`config.mk`:
```
export PLATFORM = sky130hd
export DESIGN_NAME = vnorm_front
export DESIGN_NICKNAME = d
export VERILOG_FILES = /design/src/vnorm_pkg.sv /design/src/vnorm_front.sv
export SDC_FILE = /design/constraint.sdc
export NUM_CORES = 2
export LEC_CHECK = 0
export ABC_CLOCK_PERIOD_IN_PS = 6200
export BUFFER_PORTS_ARGS = -buffer_cell sky130_fd_sc_hd__buf_2
export CORE_ASPECT_RATIO = 0.8
export CORE_UTILIZATION = 38
export DETAILED_ROUTE_END_ITERATION = 7
export MAX_ROUTING_LAYER = met4
export PLACE_DENSITY = 0.66
export SLEW_MARGIN = 20
export SYNTH_ARGS = -nofsm -noshare
export SYNTH_HDL_FRONTEND = slang
export SYNTH_SLANG_ARGS = --single-unit
```
`constraint.sdc`:
```
create_clock -name clock -period 6.2 [get_ports clock]
set_input_delay 1.24 -clock clock [delete_from_list [all_inputs] [get_ports clock]]
set_output_delay 1.24 -clock clock [all_outputs]
set_load 0.01 [all_outputs]
```
`src/vnorm_pkg.sv`:
```
`timescale 1ns / 1ps
// ---------------------------------------------------------------------------
// vnorm_pkg
// Shared widths and stage records for the 3D vector normalizer.
// ---------------------------------------------------------------------------
package vnorm_pkg;

   localparam int COMP_BITS  = 16;
   localparam int UNIT_FRAC  = 14;
   localparam int UNIT_BITS  = UNIT_FRAC + 2;
   localparam int LEN_BITS   = COMP_BITS;
   localparam int SUM_BITS   = 2 * COMP_BITS;
   localparam int QUO_BITS   = UNIT_FRAC + 1;
   localparam int DIVD_BITS  = COMP_BITS + UNIT_FRAC;
   localparam int SQ_STAGES  = LEN_BITS;
   localparam int DV_STAGES  = QUO_BITS;
   localparam int FRONT_LAT  = 3;
   localparam int QDEPTH     = 8;
   localparam int QPTR_BITS  = $clog2(QDEPTH);

   typedef struct packed {
      logic [SUM_BITS-1:0]           sum;
      logic [2:0][COMP_BITS-1:0]     mag;
      logic [2:0]                    neg;
   } vnorm_item_type;

   typedef struct packed {
      logic [SUM_BITS-1:0]           rem;
      logic [LEN_BITS-1:0]           root;
      logic [2:0][COMP_BITS-1:0]     mag;
      logic [2:0]                    neg;
   } vnorm_sq_type;

   typedef struct packed {
      logic [2:0][DIVD_BITS-1:0]     rem;
      logic [2:0][QUO_BITS-1:0]      quo;
      logic [LEN_BITS-1:0]           len;
      logic [2:0]                    neg;
   } vnorm_dv_type;

   typedef struct packed {
      logic push;
      logic full;
   } vnorm_qctl_type;

endpackage

```
`src/vnorm_front.sv`:
```
`timescale 1ns / 1ps
// ---------------------------------------------------------------------------
// vnorm_front
// Takes vectors, splits sign and magnitude, squares and sums the components.
// ---------------------------------------------------------------------------
module vnorm_front
   import vnorm_pkg::*;
(
   input  logic                        clock,
   input  logic                        reset,
   input  logic                        take,
   input  logic signed [COMP_BITS-1:0] comp_x,
   input  logic signed [COMP_BITS-1:0] comp_y,
   input  logic signed [COMP_BITS-1:0] comp_z,
   output logic                        push,
   output vnorm_item_type              item
);

   logic [2:0][COMP_BITS-1:0] in_vec;
   logic [2:0][COMP_BITS-1:0] mag_a_ff, mag_a_in, mag_b_ff;
   logic [2:0]                neg_a_ff, neg_a_in, neg_b_ff;
   logic [2:0][SUM_BITS-1:0]  sq_b_ff, sq_b_in;
   logic                      vld_a_ff, vld_b_ff, vld_c_ff;
   vnorm_item_type            item_c_ff, item_c_in;

   assign in_vec = {comp_z, comp_y, comp_x};

   always_comb begin
      for (int k = 0; k < 3; k++) begin
         neg_a_in[k] = in_vec[k][COMP_BITS-1];
         mag_a_in[k] = neg_a_in[k] ? COMP_BITS'(-in_vec[k]) : in_vec[k];
         sq_b_in[k]  = SUM_BITS'(mag_a_ff[k]) * SUM_BITS'(mag_a_ff[k]);
      end
      item_c_in.sum = sq_b_ff[0] + sq_b_ff[1] + sq_b_ff[2];
      item_c_in.mag = mag_b_ff;
      item_c_in.neg = neg_b_ff;
   end

   always_ff @(posedge clock) begin
      if (reset) begin
         vld_a_ff <= 1'b0;
         vld_b_ff <= 1'b0;
         vld_c_ff <= 1'b0;
      end else begin
         vld_a_ff <= take;
         vld_b_ff <= vld_a_ff;
         vld_c_ff <= vld_b_ff;
      end
      mag_a_ff  <= mag_a_in;
      neg_a_ff  <= neg_a_in;
      sq_b_ff   <= sq_b_in;
      mag_b_ff  <= mag_a_ff;
      neg_b_ff  <= neg_a_ff;
      item_c_ff <= item_c_in;
   end

   assign push = vld_c_ff;
   assign item = item_c_ff;

endmodule

```
* Word level (Yosys, flattened, before mapping)
Index checks and enable logic that the tools add are counted.
** Word-level totals
- Bits in registers :: 284
- Bits in latches :: 0
- Bits in writable memories :: 0
- ROM bits :: 0
- Bits of input ports :: 51
- Output and inout port bits :: 84
- Word-level logic and storage cells :: 33
- Memories :: 0
** Operators by class
- Add/subtract/negate cells :: 5
- Multiply operators :: 3
- Divide/modulo/power cells :: 0
- $lt $le $gt $ge :: 0
- Eq/ne operators :: 0
- Shift-type cells :: 0
- Mux-type cells :: 3
- Bitwise logic cells :: 0
- Reductions and logical operators :: 0
** Operators by type and width (count)
- $mul 16x16->32 :: 3
- $add 32x32->32 :: 2
- $neg 16->16 :: 3
- $mux 15 :: 3

* Logic depth before layout (Yosys ltp)
- Depth in word-level cells :: 2
- Gate-level depth with buffers :: 25
- Depth with buffers taken out :: 24

* Worst setup path before layout
No wires, ideal clock.
- Path type :: reg-to-reg
- Start point :: register mag_a_ff[17] in the netlist's numbering
- End point :: register sq_b_ff[62] in the netlist's numbering
- Setup time :: 0.072 ns
- Arrival time :: 5.969 ns
- Data required time :: 6.128 ns
- Slack :: 0.158 ns
- Cell stages (with the launch flop) :: 22
- Buffers on the path :: 2
- Period minus slack after synthesis :: 6.042 ns
- Path through :: dfxtp_1 -> clkbuf_1 -> clkbuf_1 -> nand2_1 -> fa_1 -> fa_1 -> inv_1 -> fa_1 -> fa_1 -> fa_1 -> inv_1 -> fa_1 -> inv_1 -> ha_1 -> a211o_1 -> or3_1 -> o221ai_2 -> a21oi_1 -> a2111oi_2 -> o21bai_1 -> a21oi_1 -> xnor2_1
** RTL lines
- start, declared :: RTL line vnorm_front.sv:20 : logic [2:0][COMP_BITS-1:0] mag_a_ff, mag_a_in, mag_b_ff;
- start signal, assigned :: RTL line vnorm_front.sv:49 : mag_a_ff <= mag_a_in;
- end signal, assigned :: RTL line vnorm_front.sv:51 : sq_b_ff <= sq_b_in;
- end, declared :: RTL line vnorm_front.sv:22 : logic [2:0][SUM_BITS-1:0] sq_b_ff, sq_b_in;

==> run summary <==
• crit path DAT: 6.48 ns
• setup repair after global routing missed its margin: yes
• clock tree from TritonCTS: done
• number of sinks on the clock net: 278
• DRC violations left: 0
• area growth from synthesis to layout: 13.2%
• uppermost routed layer: met4
• commonest register cell after synthesis: sky130_fd_sc_hd__dfxtp_1
• most common cell in the netlist: sky130_fd_sc_hd__inv_1
• class of the tightest hold or removal check: register to register
• layout cell share with drive strength beyond 1: 12.0%
• worst relative slew slack: 55.9%
• count of flip-flops with a built-in enable after synthesis: 0
• Max clock buf depth: 3
• initial antenna violation count: 0
• floorplan row count: 91
• remaining number of nets flagged by the antenna check after routing: 0
• Port Buffer Count: 134
• drt first pass iters: 5
• antenna cells: 0
• Cell variety after synth: 72
• sum of routed wire length over all layers: 63.9 mm
• H-tree levels: 2
• most frequent cells after synthesis: 756 x sky130_fd_sc_hd__inv_1, 522 x sky130_fd_sc_hd__fa_1, 328 x sky130_fd_sc_hd__ha_1
• Initial Utilization: 38.8%
• number of warnings printed during yosys synthesis: 0
• DP Wirelength: 54.4 mm
• sequential share of the synthesized area: 18.5%
• number of placed instances with taps included: 4,315
• first-iteration detailed-routing DRC count: 1,012
• via count of the first global-routing pass: 21,255
• TritonCTS Buffers: 36
• WL met2: 27.8 mm
• logic depth of the worst register-to-register path: 21
• Max Transition Viols Final: 0
• standard cell core area: 0.0778 mm2
• root buffer cell: sky130_fd_sc_hd__clkbuf_16
• via density per instance: 4.67
• Chip Width: 317 um
• number of register bits inferred by synthesis: 278
• async set-or-reset flop fraction in the synthesized netlist: 0%
• final worst path period need: 6.00 ns
• Worst Hold Endpoint: item[40]
• global-route wire length before repair: 108 mm
• met3 WL: 4.06 mm
• final core occ: 43.9%
• fill cell count: 7,432
• pin count of the biggest net entering global routing: 18
• total number of nets in the final design: 4,238
• placed cell area: 0.0326 mm2
• CP Launch Type: register
• instance count of the mapped netlist: 3,119
• hold_sp: item_c_in[40]
• highest clock frequency the design can meet: 167 MHz
• I/O pin total: 135
• number of endpoints with negative hold slack in the final report: 0
• combined area of all synthesized cells: 0.0301 mm2
• # Max-Cap Violations: 0
• number of hold buffers added after cts: 0
• worst r2r src: mag_a_ff[22]
• top post-synthesis cells by area: sky130_fd_sc_hd__fa_1 35%, sky130_fd_sc_hd__dfxtp_1 18%, sky130_fd_sc_hd__ha_1 14%
• top cell type by total area after synthesis: sky130_fd_sc_hd__fa_1
• final std cell area, no fill: 0.0341 mm2
• average wire per cell in the routed design: 14.6 um
• clk slew on worst S/H paths: 0.07 ns
• final count of negative-setup-slack endpoints: 0
• result of the run: completed
• total global routing track utilization: 17.2%
• via count: 20,474
• die footprint: 0.0805 mm2
• critical path capture point type: register
• fraction of post-synthesis cell area in the top cell type by area: 34.7%
• final worst clock skew: 0.0319 ns
• Hold Path Depth: 0
• gpl congestion: 0.895
• Vert. Die Dim: 254 um
• period utilisation layout: 96.8%
• highest fanout seen on the critical path: 5
• R2R setup slack: 0.20 ns
• worst endpoint required time: 6.68 ns
• worst reg2reg path endpoint: sq_b_ff[62]
• GR Overflow Total: 0
• Slew @ Worst Pin: 0.657 ns
• category of the most critical setup path: register to register
• post-synthesis area per instance: 9.66 um2
• worst-skew pair later-pin latency: 0.58 ns
• wl on met1: 30.9 mm
• tightest hold margin: 0.312 ns
• Final Instance Count excl. Fillers: 4,388
## worst max path at each step
stage / endpoint / startpoint / cells after the start
after global routing: sq_b_ff[56] / mag_a_ff[24] / 24
after detailed placement: sq_b_ff[30] / mag_a_ff[2] / 22
final: sq_b_ff[62] / mag_a_ff[22] / 21
after CTS: sq_b_ff[94] / mag_a_ff[33] / 19
after global placement: sq_b_ff[61] / mag_a_ff[21] / 22
after floorplan: sq_b_ff[62] / mag_a_ff[17] / 21
## routing by layer
layer,GRT usage (%),vias up
li1,-,9977
met1,24.2,10032
met2,25.3,396
met3,3.70,69
met4,3.80,0
met5,-,-
## per-stage QoR
step / setup TNS (ns) / setup slack, ns
2_1_floorplan: 0 / 0.158
3_3_place_gp: 0 / 0.0854
3_5_place_dp: 0 / 0.0427
4_1_cts: 0 / 0.00413
5_1_grt: -0.0141 / -0.00818
6_report: 0 / 0.200
## placed cells by master, fill, tap and decap left out, types with 10 or more instances in the layout
cell / netlist / routed
sky130_fd_sc_hd__nand4_1: 11 / 11
sky130_fd_sc_hd__nand3_1: 20 / 20
sky130_fd_sc_hd__buf_2: 0 / 134
sky130_fd_sc_hd__nor2_1: 103 / 100
sky130_fd_sc_hd__dfxtp_2: 0 / 28
sky130_fd_sc_hd__inv_1: 756 / 754
sky130_fd_sc_hd__clkbuf_16: 0 / 36
sky130_fd_sc_hd__or2_2: 10 / 10
sky130_fd_sc_hd__nor2b_1: 29 / 29
sky130_fd_sc_hd__dfxtp_1: 278 / 245
sky130_fd_sc_hd__a31oi_1: 15 / 12
sky130_fd_sc_hd__nand2b_1: 16 / 16
sky130_fd_sc_hd__o21a_1: 11 / 11
sky130_fd_sc_hd__a21oi_1: 103 / 100
sky130_fd_sc_hd__o21ai_0: 44 / 43
sky130_fd_sc_hd__xnor2_1: 140 / 140
sky130_fd_sc_hd__buf_4: 0 / 107
sky130_fd_sc_hd__o31ai_1: 11 / 10
sky130_fd_sc_hd__nor3_1: 11 / 11
sky130_fd_sc_hd__and2_1: 118 / 118
sky130_fd_sc_hd__o21bai_1: 14 / 14
sky130_fd_sc_hd__o21ai_1: 16 / 13
sky130_fd_sc_hd__a21o_1: 57 / 57
sky130_fd_sc_hd__ha_1: 328 / 327
sky130_fd_sc_hd__xor2_1: 32 / 32
sky130_fd_sc_hd__fa_1: 522 / 522
sky130_fd_sc_hd__nand2_1: 288 / 287
## worst max-delay path, stage by stage, from the launching register on
cell	delay, ns
sky130_fd_sc_hd__dfxtp_1	0.35
sky130_fd_sc_hd__buf_4	0.17
sky130_fd_sc_hd__buf_4	0.14
sky130_fd_sc_hd__fa_1	0.52
sky130_fd_sc_hd__inv_1	0.05
sky130_fd_sc_hd__fa_1	0.50
sky130_fd_sc_hd__inv_1	0.06
sky130_fd_sc_hd__fa_1	0.41
sky130_fd_sc_hd__fa_1	0.49
sky130_fd_sc_hd__fa_1	0.55
sky130_fd_sc_hd__inv_1	0.05
sky130_fd_sc_hd__fa_1	0.47
sky130_fd_sc_hd__inv_1	0.04
sky130_fd_sc_hd__ha_1	0.28
sky130_fd_sc_hd__a211o_1	0.33
sky130_fd_sc_hd__or3_1	0.37
sky130_fd_sc_hd__o221ai_2	0.23
sky130_fd_sc_hd__a21oi_2	0.15
sky130_fd_sc_hd__a2111oi_2	0.31
sky130_fd_sc_hd__o21bai_1	0.11
sky130_fd_sc_hd__a21oi_1	0.18
sky130_fd_sc_hd__xnor2_1	0.13
## final cells by class
| class | instances | area (um2) | share of cell area [%] |
|---|---|---|---|
| multi-input combinational | 2021 | 21600 | 63.4 |
| timing repair buffer | 244 | 1520 | 4.45 |
| clock inverter | 19 | 223 | 0.653 |
| tap | 1023 | 1280 | 3.75 |
| inverter | 756 | 2840 | 8.33 |
| sequential | 278 | 5620 | 16.5 |
| clock buffer | 47 | 1000 | 2.94 |
## cells by family (layout without fill, tap and decap cells)
logic type,count (synthesis),count (layout),share of synthesized area (%)
xor+xnor,172,172,5.00
flops,278,278,18.5
other cells,1,3,0.0124
mux,3,3,0.112
simple gates,647,647,10.2
fa+ha+maj,850,850,48.3
buf+inv,822,1066,10.2
compound gates,346,346,7.69
## state kept, by name, indices dropped and copies added (netlist names)
name       cells
vld_a_ff       1
item_c_in     45
mag_a_ff      48
item          83
neg_b_ff       3
neg_a_ff       3
vld_b_ff       1
sq_b_ff       93
push           1
## repair_timing
action / CTS / global route
resized for setup: 3 / 68
endpoints found under the setup margin: 6 / 29
pin swaps: 0 / 10
buffers inserted: 0 / 7
hold endpoints to repair: 0 / 0
Power is not shown: default switching activity piles up to over one toggle a cycle in this logic, so the estimate is an artifact.
