===== src/vnorm_pkg.sv =====
`timescale 1ns / 1ps
// ---------------------------------------------------------------------------
// vnorm_pkg
// Shared widths and stage records for the 3D vector normalizer.
// ---------------------------------------------------------------------------
package vnorm_pkg;

   localparam int COMP_BITS  = 16;
   localparam int UNIT_FRAC  = 14;
   localparam int UNIT_BITS  = UNIT_FRAC + 2;
   localparam int LEN_BITS   = COMP_BITS;
   localparam int SUM_BITS   = 2 * COMP_BITS;
   localparam int QUO_BITS   = UNIT_FRAC + 1;
   localparam int DIVD_BITS  = COMP_BITS + UNIT_FRAC;
   localparam int SQ_STAGES  = LEN_BITS;
   localparam int DV_STAGES  = QUO_BITS;
   localparam int FRONT_LAT  = 3;
   localparam int QDEPTH     = 8;
   localparam int QPTR_BITS  = $clog2(QDEPTH);

   typedef struct packed {
      logic [SUM_BITS-1:0]           sum;
      logic [2:0][COMP_BITS-1:0]     mag;
      logic [2:0]                    neg;
   } vnorm_item_type;

   typedef struct packed {
      logic [SUM_BITS-1:0]           rem;
      logic [LEN_BITS-1:0]           root;
      logic [2:0][COMP_BITS-1:0]     mag;
      logic [2:0]                    neg;
   } vnorm_sq_type;

   typedef struct packed {
      logic [2:0][DIVD_BITS-1:0]     rem;
      logic [2:0][QUO_BITS-1:0]      quo;
      logic [LEN_BITS-1:0]           len;
      logic [2:0]                    neg;
   } vnorm_dv_type;

   typedef struct packed {
      logic push;
      logic full;
   } vnorm_qctl_type;

endpackage


===== src/vnorm_back.sv =====
`timescale 1ns / 1ps
// ---------------------------------------------------------------------------
// vnorm_back
// Bit-per-stage square root, then three bit-per-stage dividers.
// ---------------------------------------------------------------------------
module vnorm_back
   import vnorm_pkg::*;
(
   input  logic                        clock,
   input  logic                        reset,
   input  logic                        in_valid,
   input  vnorm_item_type              in_item,
   output logic                        out_valid,
   output logic [LEN_BITS-1:0]         out_length,
   output logic signed [UNIT_BITS-1:0] out_x,
   output logic signed [UNIT_BITS-1:0] out_y,
   output logic signed [UNIT_BITS-1:0] out_z,
   output logic                        out_zero
);

   function automatic vnorm_sq_type sq_step(vnorm_sq_type s, int b);
      vnorm_sq_type        r;
      logic [SUM_BITS:0]   t;
      r = s;
      t = ((SUM_BITS+1)'(s.root) << (b + 1)) + ((SUM_BITS+1)'(1) << (2 * b));
      if ({1'b0, s.rem} >= t) begin
         r.rem     = s.rem - t[SUM_BITS-1:0];
         r.root[b] = 1'b1;
      end
      return r;
   endfunction

   function automatic vnorm_dv_type dv_step(vnorm_dv_type s, int b);
      vnorm_dv_type         r;
      logic [DIVD_BITS:0]   t;
      r = s;
      t = (DIVD_BITS+1)'(s.len) << b;
      for (int k = 0; k < 3; k++) begin
         if ({1'b0, s.rem[k]} >= t) begin
            r.rem[k]    = s.rem[k] - t[DIVD_BITS-1:0];
            r.quo[k][b] = 1'b1;
         end
      end
      return r;
   endfunction

   vnorm_sq_type               sq_ff [SQ_STAGES];
   vnorm_sq_type               sq_in [SQ_STAGES];
   vnorm_dv_type               dv_ff [DV_STAGES];
   vnorm_dv_type               dv_in [DV_STAGES];
   logic [SQ_STAGES-1:0]       sq_vld_ff;
   logic [DV_STAGES-1:0]       dv_vld_ff;
   vnorm_sq_type               sq_head;
   vnorm_dv_type               dv_head;
   logic [2:0][UNIT_BITS-1:0]  unit_in, unit_ff;
   logic                       zero_in, zero_ff, out_vld_ff;
   logic [LEN_BITS-1:0]        len_ff;

   always_comb begin
      sq_head.rem  = in_item.sum;
      sq_head.root = '0;
      sq_head.mag  = in_item.mag;
      sq_head.neg  = in_item.neg;
      sq_in[0] = sq_step(sq_head, SQ_STAGES - 1);
      for (int i = 1; i < SQ_STAGES; i++) begin
         sq_in[i] = sq_step(sq_ff[i-1], SQ_STAGES - 1 - i);
      end

      for (int k = 0; k < 3; k++) begin
         dv_head.rem[k] = {sq_ff[SQ_STAGES-1].mag[k], {UNIT_FRAC{1'b0}}};
      end
      dv_head.quo = '0;
      dv_head.len = sq_ff[SQ_STAGES-1].root;
      dv_head.neg = sq_ff[SQ_STAGES-1].neg;
      dv_in[0] = dv_step(dv_head, DV_STAGES - 1);
      for (int j = 1; j < DV_STAGES; j++) begin
         dv_in[j] = dv_step(dv_ff[j-1], DV_STAGES - 1 - j);
      end

      zero_in = (dv_ff[DV_STAGES-1].len == '0);
      for (int k = 0; k < 3; k++) begin
         if (zero_in) begin
            unit_in[k] = '0;
         end else if (dv_ff[DV_STAGES-1].neg[k]) begin
            unit_in[k] = UNIT_BITS'(-{1'b0, dv_ff[DV_STAGES-1].quo[k]});
         end else begin
            unit_in[k] = UNIT_BITS'({1'b0, dv_ff[DV_STAGES-1].quo[k]});
         end
      end
   end

   always_ff @(posedge clock) begin
      if (reset) begin
         sq_vld_ff  <= '0;
         dv_vld_ff  <= '0;
         out_vld_ff <= 1'b0;
      end else begin
         sq_vld_ff  <= {sq_vld_ff[SQ_STAGES-2:0], in_valid};
         dv_vld_ff  <= {dv_vld_ff[DV_STAGES-2:0], sq_vld_ff[SQ_STAGES-1]};
         out_vld_ff <= dv_vld_ff[DV_STAGES-1];
      end
      for (int i = 0; i < SQ_STAGES; i++) sq_ff[i] <= sq_in[i];
      for (int j = 0; j < DV_STAGES; j++) dv_ff[j] <= dv_in[j];
      unit_ff <= unit_in;
      zero_ff <= zero_in;
      len_ff  <= dv_ff[DV_STAGES-1].len;
   end

   assign out_valid  = out_vld_ff;
   assign out_length = len_ff;
   assign out_x      = unit_ff[0];
   assign out_y      = unit_ff[1];
   assign out_z      = unit_ff[2];
   assign out_zero   = zero_ff;

endmodule


===== config.mk =====
export PLATFORM = sky130hd
export DESIGN_NAME = vnorm_back
export DESIGN_NICKNAME = d
export VERILOG_FILES = /design/src/vnorm_pkg.sv /design/src/vnorm_back.sv
export SDC_FILE = /design/constraint.sdc
export NUM_CORES = 2
export LEC_CHECK = 0
export BUFFER_PORTS_ARGS = -buffer_cell sky130_fd_sc_hd__buf_2
export CAP_MARGIN = 0
export CORE_UTILIZATION = 60
export DETAILED_ROUTE_END_ITERATION = 8
export GPL_TIMING_DRIVEN = 0
export PLACE_DENSITY = 0.76
export SYNTH_ARGS = -nofsm -noshare
export SYNTH_HDL_FRONTEND = slang
export SYNTH_SLANG_ARGS = --single-unit

===== constraint.sdc =====
create_clock -name clock -period 3.62 [get_ports clock]
set_input_delay 1.086 -clock clock [delete_from_list [all_inputs] [get_ports clock]]
set_output_delay 1.086 -clock clock [all_outputs]
set_load 0.1 [all_outputs]

* After elaboration in Yosys (flattened, before gate mapping) *
Memories as Yosys holds them, arrays and structs flattened.
Index checks and enable logic that the tools add are counted.

cells by class
  add/subtract/negate cells = 79
  magnitude comparators = 61
  muxes and demuxes = 124
  bitwise gates (word level) = 3
  reductions and logical operators = 4

operator list
  kind              count
  $mux 30           45
  $mux 32           15
  $ge 30x16->1      3
  $ge 30x17->1      3
  $ge 30x18->1      3
  $ge 30x19->1      3
  $ge 30x20->1      3
  $ge 30x21->1      3
  $ge 30x22->1      3
  $ge 30x23->1      3
  $ge 30x24->1      3
  $ge 30x25->1      3
  $ge 30x26->1      3
  $ge 30x27->1      3
  $ge 30x28->1      3
  $ge 30x29->1      3
  $ge 30x30->1      3
  $sub 30x16->30    3
  $sub 30x17->30    3
  $sub 30x18->30    3
  $sub 30x19->30    3
  $sub 30x20->30    3
  $sub 30x21->30    3
  $sub 30x22->30    3
  other kinds (62)  145

word-level totals
  register bits after elaboration = 97
  memory bits (writable) = 3894
  input port bits = 86
  output and inout bits = 66
  logic and storage cells = 284
  memories kept = 2

memory list
  name   depth  bits a word  read ports  clocked after Yosys merged registers in  wr ports  RTL line          text
  dv_ff  15     154          15          0                                        15        vnorm_back.sv:49  vnorm_dv_type dv_ff [DV_STAGES];
  sq_ff  16     99           16          0                                        16        vnorm_back.sv:47  vnorm_sq_type sq_ff [SQ_STAGES];

* Logic depth before layout (Yosys ltp) *
An unclocked memory read counts as a cell.

  word-level depth = 4
  gate-level depth with buffers = 13
  depth with buffers taken out = 12

* Least setup slack after synthesis *
No wires, ideal clock.

  kind = flip-flop to flip-flop
  start point = mem dv_ff[0][620] (netlist bit)
  end point = mem dv_ff[0][905] (netlist bit)
  library setup time = 0.128 ns
  arrival time = 3.023 ns
  data required time = 3.492 ns
  setup slack = 0.468 ns
  stages on the path, launching flop included = 13
  period minus slack after synthesis = 3.152 ns
  path through = dfxtp_1 -> inv_1 -> ha_1 -> nor2b_1 -> o211ai_1 -> a21oi_1 -> a311oi_1 -> a211oi_1 -> a2111oi_0 -> and2_1 -> clkbuf_1 -> clkbuf_1 -> o21ai_0

RTL lines
  element          RTL line
  start, declared  vnorm_back.sv:49

==> key figures <==
Final layout
  • Commonest non-fill, non-tap cell in the layout: dfxtp_1
  • Fillers: about 15000
  • Area Overhead vs Synth: 13.2%
  • Most frequent cells in the layout: dfxtp_1, ha_1, nor2_1
  • Share of cells above drive strength 1: 0.0879
  • Post-layout util: 0.686
  • Layout Nets: about 13000

Power and ir drop
  • Power per Cell Area: approximately 880 nW/µm²
  • LEAKAGE: just over 0.06 µW
  • Peak VDD IR: 620 µV

Logic synthesis
  • Asr flop ratio synth: 0
  • Synth Instances: between 10000 and 15000
  • Synthesized area: around 120000 µm²
  • Yosys reg bits: between 3000 and 4000
  • Yosys top cell area share: 0.527
  • Most common flop cell mapped by yosys: dfxtp_1
  • Number of synthesized flops with an enable pin: 0
  • Syn Nets: ~13000
  • Synth unique cells: 94
  • Post-synthesis sequential area ratio: 0.527
  • Top cell type by total area after synthesis: dfxtp_1
  • Yosys warnings: 0
  • Mean Syn Cell Area: about 10 µm²
  • Main area contributors after synthesis: dfxtp_1, ha_1, xnor2_1, xor2_1, a21oi_1

Global routing
  • Total Routing Usage GR: 0.301
  • Gr ovfl total: 0
  • Initial antenna violation count: 19
  • Vias in the first global route: 84400
  • Largest net degree at the start of global routing: 17
  • First-pass GRT wire length: about 470000 µm

Floorplanning
  • Initial core utilization: 0.606
  • Core area: 196000 µm²
  • Die width: roughly 450 µm
  • Std-Cell Rows: 162
  • Die height: 446 µm
  • I/O pins: 152
  • Die area: 199000 µm²

CTS
  • Clk root buf: clkbuf_16
  • Sink Count: approximately 3100
  • Clk Latency, worst-skew pair: approximately 0.95 ns
  • Clk buf depth: 4
  • H-tree depth: 5
  • CTS clk-pin slew, worst paths: ~0.070 ns
  • CTS tree: done
  • Num CTS Buffers: between 300 and 400

Min path
  • Worst Hold Class: in -> reg

Drt
  • Via density: between 5 and 6
  • Routed Wire Length: a little over 300000 µm
  • Vias: approximately 85000
  • Wire per inst: slightly above 20 µm
  • Post-route ant nets: 0
  • Drt pass-1 iters: 9
  • Iter 0 DRT Violations: between 5000 and 6000
  • DRC viols: 0

STA
  • Fin. Hold Viols: 0
  • Slew @ Worst Pin: ~0.95 ns
  • Final setup fails: 0
  • Final Max Tran Viols: 0
  • Fin Clk Skew: slightly above 0.08 ns
  • Setup TNS: 0 ns
  • Slew Limit Headroom: 0.360
  • Min Hold Slack: 0.222 ns
  • Post-layout min period: 3.61 ns
  • Peak Freq: 277 MHz
  • Fin crit share: 0.997

Critical path
  • CP max FO: 5
  • Crit. End Element: flop
  • CP Data Required Time: roughly 4.4 ns
  • Critical path arrival: 4.39 ns
  • Startpoint types: flop
  • Setup CP Type: reg -> reg

Job
  • MaxCap Viol Count: 0

Placed design
  • # port buffers: about 150
  • Gpl congestion: ~0.98
  • Post-DP HPWL: 232000 µm

Run status
  • Status: complete, no violations
## registers in the layout, indices dropped and copies added (netlist names)
signal / count
out_y: 16
dv_vld_ff: 15
out_length: 16
out_z: 16
sq_ff: 1432
out_valid: 1
sq_vld_ff: 16
dv_ff: 1590
out_zero: 1
out_x: 16
## power by group
group	switching, µW	internal, µW
registers	6530	42800
logic	20600	14200
clock network	13200	20200
## cells by family after synthesis
group,Yosys count,share of synthesized area
muxes,182,0.0171
xor gates and xnor gates,987,0.0730
AOI/OAI and AO/OA,2457,0.128
DFF,3119,0.527
buffers and inverters,820,0.0263
and+or+nand+nor,3106,0.129
adders and majority gates,912,0.0990
## cells in the mapped netlist (24+ instances only)
cell,n
a211oi_1,63
o21bai_1,56
ha_1,870
nor2b_1,168
o21ai_0,693
or3_1,109
clkbuf_1,175
a21boi_0,32
xnor2_1,520
fa_1,42
nor3b_1,24
or2_2,37
nor2_1,808
nand3_1,149
o21a_1,130
a31oi_1,57
a21o_1,323
o31ai_1,93
or4_1,59
nand4_1,124
o211ai_1,37
nor4_1,173
and3_1,54
nand4b_1,25
nand2_1,806
o41ai_1,37
inv_1,621
and2_1,47
nand3b_1,29
mux2_2,166
dfxtp_1,3119
xor2_1,467
nand2b_1,161
nor3_1,263
a21oi_1,717
## final timing paths
kind | from | endpoint | slack (ns) | cells after the start
worst max-delay path | dv_ff[1][5] | dv_ff[1][275] | 0.01 | 11
worst min-delay path | in_item[12] | sq_ff[0][12] | 0.22 | 1
worst max register to register | dv_ff[1][5] | dv_ff[1][275] | 0.01 | 11
worst min register to register | sq_ff[0][346] | sq_ff[0][445] | 0.27 | 0
## cell type report
type | instances | area (µm²) | share of cell area
antenna | 44 | 110 | 0.000821
clock inverter | 124 | 1870 | 0.0139
sequential | 3119 | 62500 | 0.466
timing repair buffer | 190 | 1060 | 0.00791
tap | 2624 | 3280 | 0.0245
inverter | 621 | 2360 | 0.0176
clock buffer | 414 | 8830 | 0.0659
multi-input combinational | 7644 | 53300 | 0.397
buffer | 194 | 842 | 0.00628
## layer usage
layer  vias up  GRT usage  part of all wire
li1      41300          -                 -
met1     40500      0.358              0.41
met2      2581      0.528              0.49
met3       759     0.0433             0.051
met4         6      0.148             0.052
met5         -          0           0.00011
## metrics by stage
step	cell area (µm²)	instances	power, µW	setup WS [ns]
2_1_floorplan	118000	11600	72600	0.468
5_1_grt	134000	15000	123000	-0.0288
3_3_place_gp	123000	14400	82800	-0.903
6_report	134000	15000	118000	0.0113
3_5_place_dp	123000	14400	83600	-0.924
4_1_cts	134000	14900	117000	0.00142
## what timing repair did
item / CTS / global route
endpoints found under the setup margin: 317 / 464
gates resized for setup: 70 / 122
pin swaps: 8 / 16
setup buffers: 16 / 23
hold buffers: 0 / 0
## critical path: stages, from the launching register on
cell,delay (ns)
dfxtp_1,0.33
inv_1,0.12
ha_1,0.38
nor2b_1,0.15
o21ai_0,0.24
a21oi_1,0.18
o41ai_1,0.51
o21ai_0,0.37
nor2b_1,0.23
o21ai_1,0.32
nand4b_1,0.18
xnor2_1,0.43
Note: power is estimated with default switching activity, not from simulation.
