File: src/vnorm_pkg.sv
`timescale 1ns / 1ps
// ---------------------------------------------------------------------------
// vnorm_pkg
// Shared widths and stage records for the 3D vector normalizer.
// ---------------------------------------------------------------------------
package vnorm_pkg;

   localparam int COMP_BITS  = 16;
   localparam int UNIT_FRAC  = 14;
   localparam int UNIT_BITS  = UNIT_FRAC + 2;
   localparam int LEN_BITS   = COMP_BITS;
   localparam int SUM_BITS   = 2 * COMP_BITS;
   localparam int QUO_BITS   = UNIT_FRAC + 1;
   localparam int DIVD_BITS  = COMP_BITS + UNIT_FRAC;
   localparam int SQ_STAGES  = LEN_BITS;
   localparam int DV_STAGES  = QUO_BITS;
   localparam int FRONT_LAT  = 3;
   localparam int QDEPTH     = 8;
   localparam int QPTR_BITS  = $clog2(QDEPTH);

   typedef struct packed {
      logic [SUM_BITS-1:0]           sum;
      logic [2:0][COMP_BITS-1:0]     mag;
      logic [2:0]                    neg;
   } vnorm_item_type;

   typedef struct packed {
      logic [SUM_BITS-1:0]           rem;
      logic [LEN_BITS-1:0]           root;
      logic [2:0][COMP_BITS-1:0]     mag;
      logic [2:0]                    neg;
   } vnorm_sq_type;

   typedef struct packed {
      logic [2:0][DIVD_BITS-1:0]     rem;
      logic [2:0][QUO_BITS-1:0]      quo;
      logic [LEN_BITS-1:0]           len;
      logic [2:0]                    neg;
   } vnorm_dv_type;

   typedef struct packed {
      logic push;
      logic full;
   } vnorm_qctl_type;

endpackage

File: src/vnorm_queue.sv
`timescale 1ns / 1ps
// ---------------------------------------------------------------------------
// vnorm_queue
// Short queue between the front and back halves.
// ---------------------------------------------------------------------------
module vnorm_queue
   import vnorm_pkg::*;
(
   input  logic           clock,
   input  logic           reset,
   input  logic           push,
   input  vnorm_item_type wr_item,
   input  logic           pop,
   output logic           nonempty,
   output logic           near_full,
   output vnorm_item_type rd_item
);

   vnorm_item_type         slot_ff [QDEPTH];
   logic [QPTR_BITS-1:0]   wr_ptr_ff, rd_ptr_ff;
   logic [QPTR_BITS:0]     count_ff, count_in;
   logic                   do_pop;

   assign do_pop   = pop && (count_ff != '0);
   assign count_in = count_ff + (QPTR_BITS+1)'(push) - (QPTR_BITS+1)'(do_pop);

   always_ff @(posedge clock) begin
      if (reset) begin
         wr_ptr_ff <= '0;
         rd_ptr_ff <= '0;
         count_ff  <= '0;
      end else begin
         if (push) wr_ptr_ff <= wr_ptr_ff + 1'b1;
         if (do_pop) rd_ptr_ff <= rd_ptr_ff + 1'b1;
         count_ff <= count_in;
      end
      if (push) slot_ff[wr_ptr_ff] <= wr_item;
   end

   assign nonempty  = (count_ff != '0);
   assign near_full = (count_ff > (QPTR_BITS+1)'(QDEPTH - FRONT_LAT - 1));
   assign rd_item   = slot_ff[rd_ptr_ff];

endmodule

File: config.mk
export PLATFORM = sky130hd
export DESIGN_NAME = vnorm_queue
export DESIGN_NICKNAME = d
export VERILOG_FILES = /design/src/vnorm_pkg.sv /design/src/vnorm_queue.sv
export SDC_FILE = /design/constraint.sdc
export NUM_CORES = 1
export LEC_CHECK = 0
export BUFFER_PORTS_ARGS = -buffer_cell sky130_fd_sc_hd__buf_2
export CORE_MARGIN = 8
export CORE_UTILIZATION = 60
export CTS_CLUSTER_SIZE = 24
export DETAILED_ROUTE_END_ITERATION = 6
export PLACE_DENSITY_LB_ADDON = 0.12
export SLEW_MARGIN = 15
export SYNTH_ARGS = -nofsm -noshare
export SYNTH_HDL_FRONTEND = slang
export SYNTH_SLANG_ARGS = --single-unit
File: constraint.sdc
create_clock -name clock -period 17.44 [get_ports clock]
set_input_delay 2.616 -clock clock [delete_from_list [all_inputs] [get_ports clock]]
set_output_delay 2.616 -clock clock [all_outputs]
set_load 0.02 [all_outputs]
Yosys cells after proc, flatten, opt, wreduce, memory -nomap -nowiden
Memory sizes are Yosys's and may differ from the RTL's. A register that Yosys moved wholly into a read port is not among the register bits.
Cells that the tools add are included.
Word-level totals
  logic and storage cells: 15
  output and inout bits: 85
  bits of input ports: 87
  memories kept: 1
  register bits after elaboration: 10
  memory bits (writable): 664
Memory list
  slot_ff: words 8, width 83, read ports 1, clocked after memory_dff 1, wr ports 1, line vnorm_queue.sv:19  | vnorm_item_type slot_ff [QDEPTH];
Operators by class
  order comparisons: 1
  add/subtract/negate cells: 4
  reduce and logical (&&, ||, !) cells: 2
  multiplexer cells: 4
Operators by type and width (number)
  3-bit by 1-bit adder with 3-bit output, second input constant: 2
  3-bit 2-to-1 mux: 2
  4-bit by 1-bit adder with 4-bit output: 1
  4-bit by 3-bit greater-than comparator with 1-bit output, second input constant: 1
  4-bit nonzero test: 1
  4-bit by 1-bit subtractor with 4-bit output: 1
  1-bit 2-to-1 mux: 2
  1-bit logical AND: 1

Logic depth before layout (Yosys ltp)
Gate-level depths: netlist of the first run.
  word-level depth: 4
  gate-level depth with buffers: 11
  gate-level depth less buffers: 11

Worst setup path before layout of the first run
No wires, ideal clock.
  path type: input to register
  from: input port push
  to: memory slot_ff[0][0] in the netlist's numbering, enable pin
  stages: 2
  arrival time: 8.334 ns
  path buffers: 0
  required time: 16.814 ns
  path slack: 8.480 ns
  cell sequence: nand2b_1 > nor3_1
Between the ends
  cells in the longest elaborated chain, start to end: 2
Ends and longest elaborated chain
  start: declaration: line vnorm_queue.sv:11  | input logic push,
  1-bit 2-to-1 mux: line vnorm_queue.sv:37  | if (push) slot_ff[wr_ptr_ff] <= wr_item;
  1-bit 2-to-1 mux (implied by the code): line vnorm_queue.sv:37
  end: declaration: line vnorm_queue.sv:19
Every way passes these cells.

==> qor.txt, run 1 <==
GRT overflow - 0
share of layout cells above drive strength 1 - 41.9%
Post-CTS Setup Bufs - 0
vias in the first global route - 12,068
antenna viol nets, final - 0
CTS root buffer - clkbuf_16
slowest cell on the critical path - buf_4
worst r2r src - wr_ptr_ff[0]
core area - 0.0420 sq mm
Setup Viol. Count Final - 0
gate count of the mapped netlist - 1,037
Hold Crit Class - reg2reg
PwrDens - 129 mW/mm^2
CP Data Required Time - 14.82 ns
GPL Wtd Cong - 0.702
full die area - 0.0495 sq mm
final hold vios - 0
Main synth FF type - edfxtp_1
HPWL after DPL - 26,300 microns
Post-CTS Resized - 0
fin worst setup slack - 11.01 ns
Mapped Area - 0.0256 sq mm
global-route wire length before repair - 73,600 microns
setup TNS - 0 ns
DRT iter0 DRCs - 898
worst slew pin tran - 1.05 ns
Longest Clk Path Bufs - 3
Buffers on Ports - 171
clk_skew - 0.0190 ns
Max Cap Viol - 0
clock net sink count - 677
P_leak - 0.00933 uW
Filler Cells Inserted - 2,561
RSZ-0062 raised after global routing - false
status - complete, no violations
Peak VDD IR - 0.000102 V
Wirelength per Cell - 26.4 microns
relative slew slack - 29.9%
flop-to-flop setup slack - 14.44 ns
Startpoint Class - flip-flop
num ports - 172
DP Worst Slack - 10.94 ns
Num CTS Buffers - 67
CP cell instances - buf_4 -> buf_4 -> mux4_2 -> mux2_2 -> buf_2
minimum clock period - 6.43 ns
clock-pin transition on the worst setup and hold timing paths - 0.06 ns
Max Freq - 155 MHz
H-tree depth - 3
CP Max Fanout - 42
sequential-to-total area share from yosys stat - 79.0%
TritonCTS clock tree - done
CP Capture Type - output pin
Routed WL - 48,800 microns
GR Util All Layers - 19.9%
routed vias - 11,227
most common cell type on the critical path - buf_4
Final period util - 36.9%
largest net degree at the start of global routing - 73
CTS hold repair buffers - 0
DP Area - 0.0270 sq mm
critical path type - reg2out
Async SR Flop Fraction - 0%
Post-synth EDFFs - 664
Remaining DRCs - 0
worst hold start - rd_ptr_ff[2]
Row Count - 75
Slew Limit Fails - 0
critical path data arrival time - 3.82 ns
Mapped Avg Cell Area - 24.7 sq um
# nets final - 1,349
Layout area overhead - 14.4%
register bit total from synthesis - 677
Die Y - 222 microns
Ys Warns - 0
die width - 222 microns
antenna violations before repair - 10
Worst-Skew Late Latency - 0.58 ns
area of the multi-input gates - 0.00509 sq mm
register area - 0.0202 sq mm
Distinct cells, synth - 25
syn nets - 1,132
design area - 0.0293 sq mm
slowest stage delay, CP - 0.76 ns
Vias/cell - 6.07
DRT Pass-1 Iters - 5
Initial Utilization - 60.8%
[synthesized netlist by cell type (4+ instances only)]
master / count / share of area [%]
buf_2: 4 / 0.078
buf_6: 16 / 0.70
a21oi_1: 8 / 0.16
dfxtp_1: 13 / 1.0
nor2_1: 12 / 0.18
buf_1: 11 / 0.16
edfxtp_1: 664 / 78
inv_1: 8 / 0.12
ha_1: 7 / 0.34
nand2b_1: 4 / 0.098
mux2_2: 83 / 3.7
o21ai_0: 6 / 0.12
nand2_1: 4 / 0.059
mux4_2: 166 / 15
clkbuf_1: 16 / 0.23
[worst paths after layout]
path               endpoint  depth (start not counted)
max             rd_item[63]                          5
min               flip-flop                          2
max reg2reg  slot_ff[5][47]                          4
min reg2reg       flip-flop                          2
[cells in the final DEF, fill, tap and decap left out, drive strengths merged]
cell type    n
o21ai        6
dfxtp       13
a21oi        8
clkbuf      87
clkinvlp     1
inv          8
nor2b        1
buf        195
edfxtp     664
ha           7
xor2         2
bufinv       6
nand3        3
xnor2        1
mux2        83
nand2        4
mux4       166
a31o         1
or3          2
nand2b       4
mux2i        1
nor3         2
nor3b        1
nor2        12
clkinv      25
fa           1
diode        6
[logic make-up (layout without fill, tap and decap cells)]
group           after synthesis  count (layout)  share of synthesized area, %
xor+xnor                      3               3                         0.103
buf+inv                      55             322                          1.30
compound gates               15              15                         0.308
simple gates                 29              29                         0.533
other cells                   0               6                             0
fa+ha+maj                     8               8                         0.421
mux                         250             250                          18.3
flops                       677             677                          79.0
[power breakdown]
part,total [uW],switching (uW),internal [uW]
logic,486,267,219
registers,1870,30.5,1830
clock network,1410,562,847
[registers in the layout (all words and copies together) (netlist names), named ones only]
register / count
slot_ff: 664
count_ff: 4
rd_ptr_ff: 3
wr_ptr_ff: 3
[metrics by stage]
stage | hold WS, ns | utilization, % | total power, uW | std cells
3_3_place_gp | 0.484 | 64.3 | 2390 | 1723
4_1_cts | 0.519 | 69.5 | 3800 | 1842
5_1_grt | 0.563 | 69.6 | 3890 | 1846
2_1_floorplan | 0.474 | - | 2240 | 1037
3_5_place_dp | 0.509 | 64.3 | 2390 | 1723
6_report | 0.526 | 69.6 | 3760 | 1849
[area by class of cell]
type | count | share of cell area [%]
sequential | 677 | 69.1
clock inverter | 32 | 1.02
multi-input combinational | 305 | 17.4
inverter | 8 | 0.103
clock buffer | 87 | 6.42
timing repair buffer | 195 | 3.61
antenna | 6 | 0.0513
tap | 539 | 2.31
[per-layer routing]
layer | GRT usage (%) | share of wire, % | vias to the layer above
met3 | 4.86 | 5.8 | 75
met4 | 4.86 | 1.5 | 10
met1 | 25.9 | 41 | 6001
met2 | 33.8 | 52 | 274
li1 | - | - | 4867
met5 | 0 | 0.13 | -
[critical path: cells and delay by family, from the launching register on]
| kind | cells | cell delay (ns) |
|---|---|---|
| buf+inv | 3 | 1.57 |
| mux | 2 | 0.91 |
| flops | 1 | 0.69 |
(Power assumes the default switching activity.)
==> run 2, diff against run 1 <==
==> constraint.sdc (replaced) <==
create_clock -name clock -period 6.25 [get_ports clock]
set_input_delay 0.9375 -clock clock [delete_from_list [all_inputs] [get_ports clock]]
set_output_delay 0.9375 -clock clock [all_outputs]
set_load 0.02 [all_outputs]
==> run 2 against run 1 <==
Net effect: non-clock buffer count down 5; cell area shrank 0.35%; final cell count shrank 0.49%; first-iteration DRC count up 16%; critical path type unchanged; critical endpoint is now rd_item[64]; largest cell class unchanged.
==> qor.txt, run 2 (synthesized netlist as in run 1, its figures left out) <==
status - complete, no violations
fin cells - 1,840 (-0.49%)
GPL Wtd Cong - 0.725 (+3.2%)
Setup Viol. Count Final - 0 (unchanged)
Die Y - 222 microns (unchanged)
antenna violations before repair - 11 (+1)
CTS root buffer - clkbuf_16
worst hold start - rd_ptr_ff[1]
fin worst setup slack - 2.20 ns (-8.81 ns)
worst r2r src - wr_ptr_ff[1]
Final period util - 64.9%
max reg flops - 664 (unchanged)
Longest Clk Path Bufs - 3 (unchanged)
vias in the first global route - 11,831 (-2.0%)
Startpoint Class - flip-flop
H-tree depth - 3 (unchanged)
routed vias - 11,141 (-0.77%)
share of layout cells above drive strength 1 - 41.5% (-0.39 points)
final hold vios - 0 (unchanged)
DRT iter0 DRCs - 1,038 (+16%)
Row Count - 75 (unchanged)
CP Max Fanout - 41 (-2.4%)
setup TNS - 0 ns (unchanged)
critical path data arrival time - 3.12 ns (-0.70 ns)
Num CTS Buffers - 68 (+1.5%)
overall power - 10,300 uW (+170%)
CP Capture Type - output pin
Hold Path Depth - 2 (unchanged)
commonest non-fill, non-tap cell in the layout - edfxtp_1
minimum clock period - 4.05 ns
TritonCTS clock tree - done
Fin Hold WS - 0.518 ns (-0.00805 ns)
Remaining DRCs - 0 (unchanged)
largest net degree at the start of global routing - 81 (+11%)
# nets final - 1,345 (-0.30%)
CTS hold repair buffers - 0 (unchanged)
Layout area overhead - 14.0%
Largest Register - slot_ff
num ports - 172 (unchanged)
relative slew slack - 31.7% (+1.8 points)
most frequent cells in the layout - edfxtp_1, buf_2, mux4_2
Post-CTS Setup Bufs - 0 (unchanged)
Hold Crit Class - reg2reg
Max Cap Viol - 0 (unchanged)
PwrDens - 354 mW/mm^2 (+180%)
Buffers on Ports - 171 (unchanged)
Wirelength per Cell - 26.3 microns (-0.33%)
Max Freq - 247 MHz
r2r worst-path depth - 3 (-1)
DRT Pass-1 Iters - 6 (+1)
reg-to-reg endpoint - slot_ff[2][35]
flop-to-flop setup slack - 3.59 ns (-10.85 ns)
clk_skew - 0.0320 ns (+0.0130 ns)
P_leak - 0.00925 uW (-0.83%)
die width - 222 microns (unchanged)
Initial Utilization - 60.8% (unchanged)
Placed Cells - 1,719 (-0.23%)
Routed WL - 48,400 microns (-0.82%)
RSZ-0062 raised after global routing - false
Vias/cell - 6.05 (-0.28%)
clock-pin transition on the worst setup and hold timing paths - 0.06 ns (about the same)
full die area - 0.0495 sq mm (unchanged)
Slew Limit Fails - 0 (unchanged)
Peak VDD IR - 0.000271 V (+170%)
critical path type - reg2out
Worst-Skew Late Latency - 0.58 ns (about the same)
core area - 0.0420 sq mm (unchanged)
Post-CTS Resized - 0 (unchanged)
worst slew pin tran - 1.02 ns (-0.0295 ns)
GR Util All Layers - 19.7% (-0.22 points)
HPWL after DPL - 25,500 microns (-3.0%)
CP Data Required Time - 5.31 ns (-9.51 ns)
antenna viol nets, final - 0 (unchanged)
GRT overflow - 0 (unchanged)
global-route wire length before repair - 72,800 microns (-1.1%)
Filler Cells Inserted - 2,554 (-0.27%)
DP Worst Slack - 2.69 ns (-8.25 ns)
Largest regs - slot_ff: 664 flops, count_ff: 4 flops
clock net sink count - 677 (unchanged)
[run 2: layer usage]
layer | up-vias | GRT usage, % | share of wire, %
met1 | 5916 | 26.0 | 41
met2 | 283 | 32.5 | 51
met4 | 12 | 5.35 | 2.0
met3 | 75 | 5.18 | 6.2
li1 | 4855 | - | -
met5 | - | 0 | 0.14
[run 2: metrics by stage]
step                      cell area, sq um  utilization (%)
after floorplan                      25600                -
after global placement               27100             64.4
after detailed placement             27100             64.4
after CTS                            29100             69.3
after global routing                 29100             69.3
final                                29100             69.3
[run 2: worst max path at each step]
stage	cells past startpoint	slack [ns]	endpoint	startpoint
finish	4	2.20	rd_item[64]	flip-flop
global route	4	1.93	rd_item[64]	flip-flop
CTS	4	2.06	rd_item[64]	flip-flop
detailed placement	4	2.69	rd_item[64]	flip-flop
global placement	4	2.73	rd_item[67]	flip-flop
floorplan	2	1.20	slot_ff[2][0]	push
[run 2: layout make-up]
class | count | area [sq um] | share of cell area (%)
Antenna cell | 4 | 10.0 | 0.0343
Clock buffer | 90 | 1850 | 6.34
Clock inverter | 27 | 203 | 0.695
Inverter | 8 | 30.0 | 0.103
Multi-Input combinational cell | 305 | 5100 | 17.5
Sequential cell | 677 | 20200 | 69.3
Tap cell | 539 | 674 | 2.31
Timing Repair Buffer | 190 | 1070 | 3.68
[run 2: worst max-delay path, cell delays in order, from the launching register on]
cell,delay (ns)
dfxtp_4,0.69
buf_4,0.73
mux4_2,0.61
mux2_2,0.29
buf_2,0.16
[run 2: report_power, final]
part | internal [uW] | switching (uW)
logic | 611 | 726
clock network | 2200 | 1560
registers | 5120 | 100
==> run 3, diff against run 2 <==
--- a/config.mk
+++ b/config.mk
@@ -5,9 +5,10 @@
 export SDC_FILE = /design/constraint.sdc
 export NUM_CORES = 1
 export LEC_CHECK = 0
+export ABC_AREA = 1
 export BUFFER_PORTS_ARGS = -buffer_cell sky130_fd_sc_hd__buf_2
 export CORE_MARGIN = 8
-export CORE_UTILIZATION = 60
+export CORE_UTILIZATION = 55
 export CTS_CLUSTER_SIZE = 24
 export DETAILED_ROUTE_END_ITERATION = 6
 export PLACE_DENSITY_LB_ADDON = 0.12
==> constraint.sdc (replaced) <==
create_clock -name clock -period 3.65 [get_ports clock]
set_input_delay 0.5475 -clock clock [delete_from_list [all_inputs] [get_ports clock]]
set_output_delay 0.5475 -clock clock [all_outputs]
set_load 0.02 [all_outputs]
==> run 3 against run 2 <==
Net effect: first-iteration DRC count increased by 28%; routed wire length up 35%; area after synthesis up 15%; utilization shrank 7.2 points; die area grew 24%; register-to-register slack got worse by 2.0 ns; cell area grew 14%; critical endpoint is now rd_item[18]; synthesized cell count rose to 2.9 times the previous value.
==> qor.txt, run 3 <==
clk_skew - 0.00988 ns (-0.0221 ns)
CTS hold repair buffers - 0 (unchanged)
Finished Core Util - 62.2% (-7.2 points)
Peak VDD IR - 0.000457 V (+69%)
GRT overflow - 0 (unchanged)
core area - 0.0535 sq mm (+27%)
antenna viol nets, final - 0 (unchanged)
worst slew pin tran - 1.00 ns (-0.0181 ns)
Post-CTS Setup Bufs - 0 (unchanged)
full die area - 0.0614 sq mm (+24%)
num ports - 172 (unchanged)
final hold vios - 0 (unchanged)
Worst-Skew Late Latency - 0.59 ns (about the same)
global-route wire length before repair - 102,000 microns (+40%)
DRT iter0 DRCs - 1,324 (+28%)
Num CTS Buffers - 70 (+2.9%)
H-tree depth - 3 (unchanged)
Max Cap Viol - 0 (unchanged)
Async SR Flop Fraction - 0% (unchanged)
Remaining DRCs - 0 (unchanged)
Initial Utilization - 55.2% (-5.6 points)
syn nets - 3,057 (+170%)
commonest non-fill, non-tap cell in the layout - nand2_1
Mapped Avg Cell Area - 9.97 sq um (-60%)
clock net sink count - 677 (unchanged)
CP Data Required Time - 3.10 ns (-2.21 ns)
relative slew slack - 33.1% (+1.4 points)
GPL Wtd Cong - 0.760 (+4.9%)
antenna violations before repair - 12 (+1)
critical path type - reg2out
P_leak - 0.0153 uW (+66%)
Mapped Area - 0.0295 sq mm (+15%)
register bit total from synthesis - 677 (unchanged)
Layout area overhead - 12.6%
share of layout cells above drive strength 1 - 9.73% (-32 points)
Ys Warns - 0 (unchanged)
Routed WL - 65,100 microns (+35%)
Vias/cell - 4.92 (-19%)
Final period util - 86.6%
Startpoint Class - flip-flop
Slew Limit Fails - 0 (unchanged)
Placed Cells - 3,732 (+120%)
sequential-to-total area share from yosys stat - 68.4% (-11 points)
Setup Viol. Count Final - 0 (unchanged)
most frequent cells in the layout - nand2_1, inv_1, edfxtp_1
biggest area consumer among synthesized cells - edfxtp_1
DRT Pass-1 Iters - 7 (+1)
Buffers on Ports - 171 (unchanged)
CP Max Fanout - 27 (-34%)
Max Freq - 316 MHz
vias in the first global route - 18,616 (+57%)
Wirelength per Cell - 16.9 microns (-36%)
Post-CTS Resized - 0 (unchanged)
Row Count - 85 (+13%)
area share of the largest cell type after synthesis - 67.5% (-10 points)
Largest Register - slot_ff
Longest Clk Path Bufs - 3 (unchanged)
Distinct cells, synth - 19 (-24%)
clock-pin transition on the worst setup and hold timing paths - 0.06 ns (about the same)
critical path data arrival time - 2.61 ns (-0.51 ns)
top post-synthesis cells by area - edfxtp_1, nand2_1, inv_1, nand3_1, buf_2
Main synth FF type - edfxtp_1
TritonCTS clock tree - done
top cells by count, synth - nand2_1, inv_1, edfxtp_1
most common cell in the netlist - nand2_1
largest net degree at the start of global routing - 215 (+170%)
Die Y - 248 microns (+11%)
Hold Crit Class - in2reg
GR Util All Layers - 21.5% (+1.9 points)
RSZ-0062 raised after global routing - false
minimum clock period - 3.16 ns
HPWL after DPL - 33,900 microns (+33%)
# nets final - 3,203 (+140%)
die width - 248 microns (+11%)
fin cells - 3,861 (+110%)
routed vias - 19,014 (+71%)
status - complete, no violations
Largest regs - slot_ff: 664 flops, count_ff: 4 flops
CTS root buffer - clkbuf_16
Post-synth EDFFs - 664 (unchanged)
CP Capture Type - output pin
PwrDens - 609 mW/mm^2 (+72%)
gate count of the mapped netlist - 2,962 (+190%)
max reg flops - 664 (unchanged)
-- run 3: layout make-up --
type,count,area [sq um]
antenna,9,22.5
clock buffer,89,1890
clock inverter,31,241
fill,4266,20200
inverter,682,2580
multi-input combinational,1475,6120
sequential,677,20200
tap,696,871
timing repair buffer,202,1330
-- run 3: metrics by stage --
stage               hold WS [ns]  worst slack (ns)  setup TNS (ns)  area (sq um)  total power (uW)
finish                     0.181             0.490               0         33300             20300
global route               0.174             0.416               0         33200             21300
CTS                        0.157             0.456               0         33200             20500
detailed placement         0.490              1.09               0         31100             13800
global placement           0.474              1.13               0         31100             13700
floorplan                  0.455             -1.25         -415.69         29500             12300
-- run 3: cells by family after synthesis --
group                      Yosys count  share of synthesized area, %
AOI/OAI and AO/OA                    9                         0.153
xor gates and xnor gates             1                        0.0297
adders and majority gates            8                         0.364
buffers and inverters              810                          11.1
DFF                                677                          68.4
and+or+nand+nor                   1457                          20.0
-- run 3: final timing paths --
check	end	from	slack (ns)	depth (start not counted)
setup / recovery	rd_item[18]	flip-flop	0.49	5
setup reg to reg	count_ff[2]	count_ff[2]	1.58	12
hold reg to reg	rd_ptr_ff[1]	rd_ptr_ff[1]	0.50	2
hold / removal	count_ff[1]	reset	0.18	2
-- run 3: layer usage --
metal	vias up	share of wire (%)	global-route usage, %
li1	9490	-	-
met1	8969	43	27.8
met2	432	49	36.6
met3	115	6.0	3.81
met4	8	2.4	7.21
met5	-	0.071	0
-- run 3: critical path, stage by stage (launching register included) --
cell and delay [ns]:
dfxtp_4 0.64, clkinv_2 0.54, buf_4 0.40, nand2_1 0.11, nand2_1 0.12, buf_2 0.19
-- run 3: where the power goes --
part           leakage [uW]  switching (uW)  total [uW]  internal [uW]
Combinational       0.00815            3310        4680           1370
Clock               0.00104            2810        6730           3920
Sequential          0.00614             100        8850           8750
Total                0.0153            6220       20300          14000
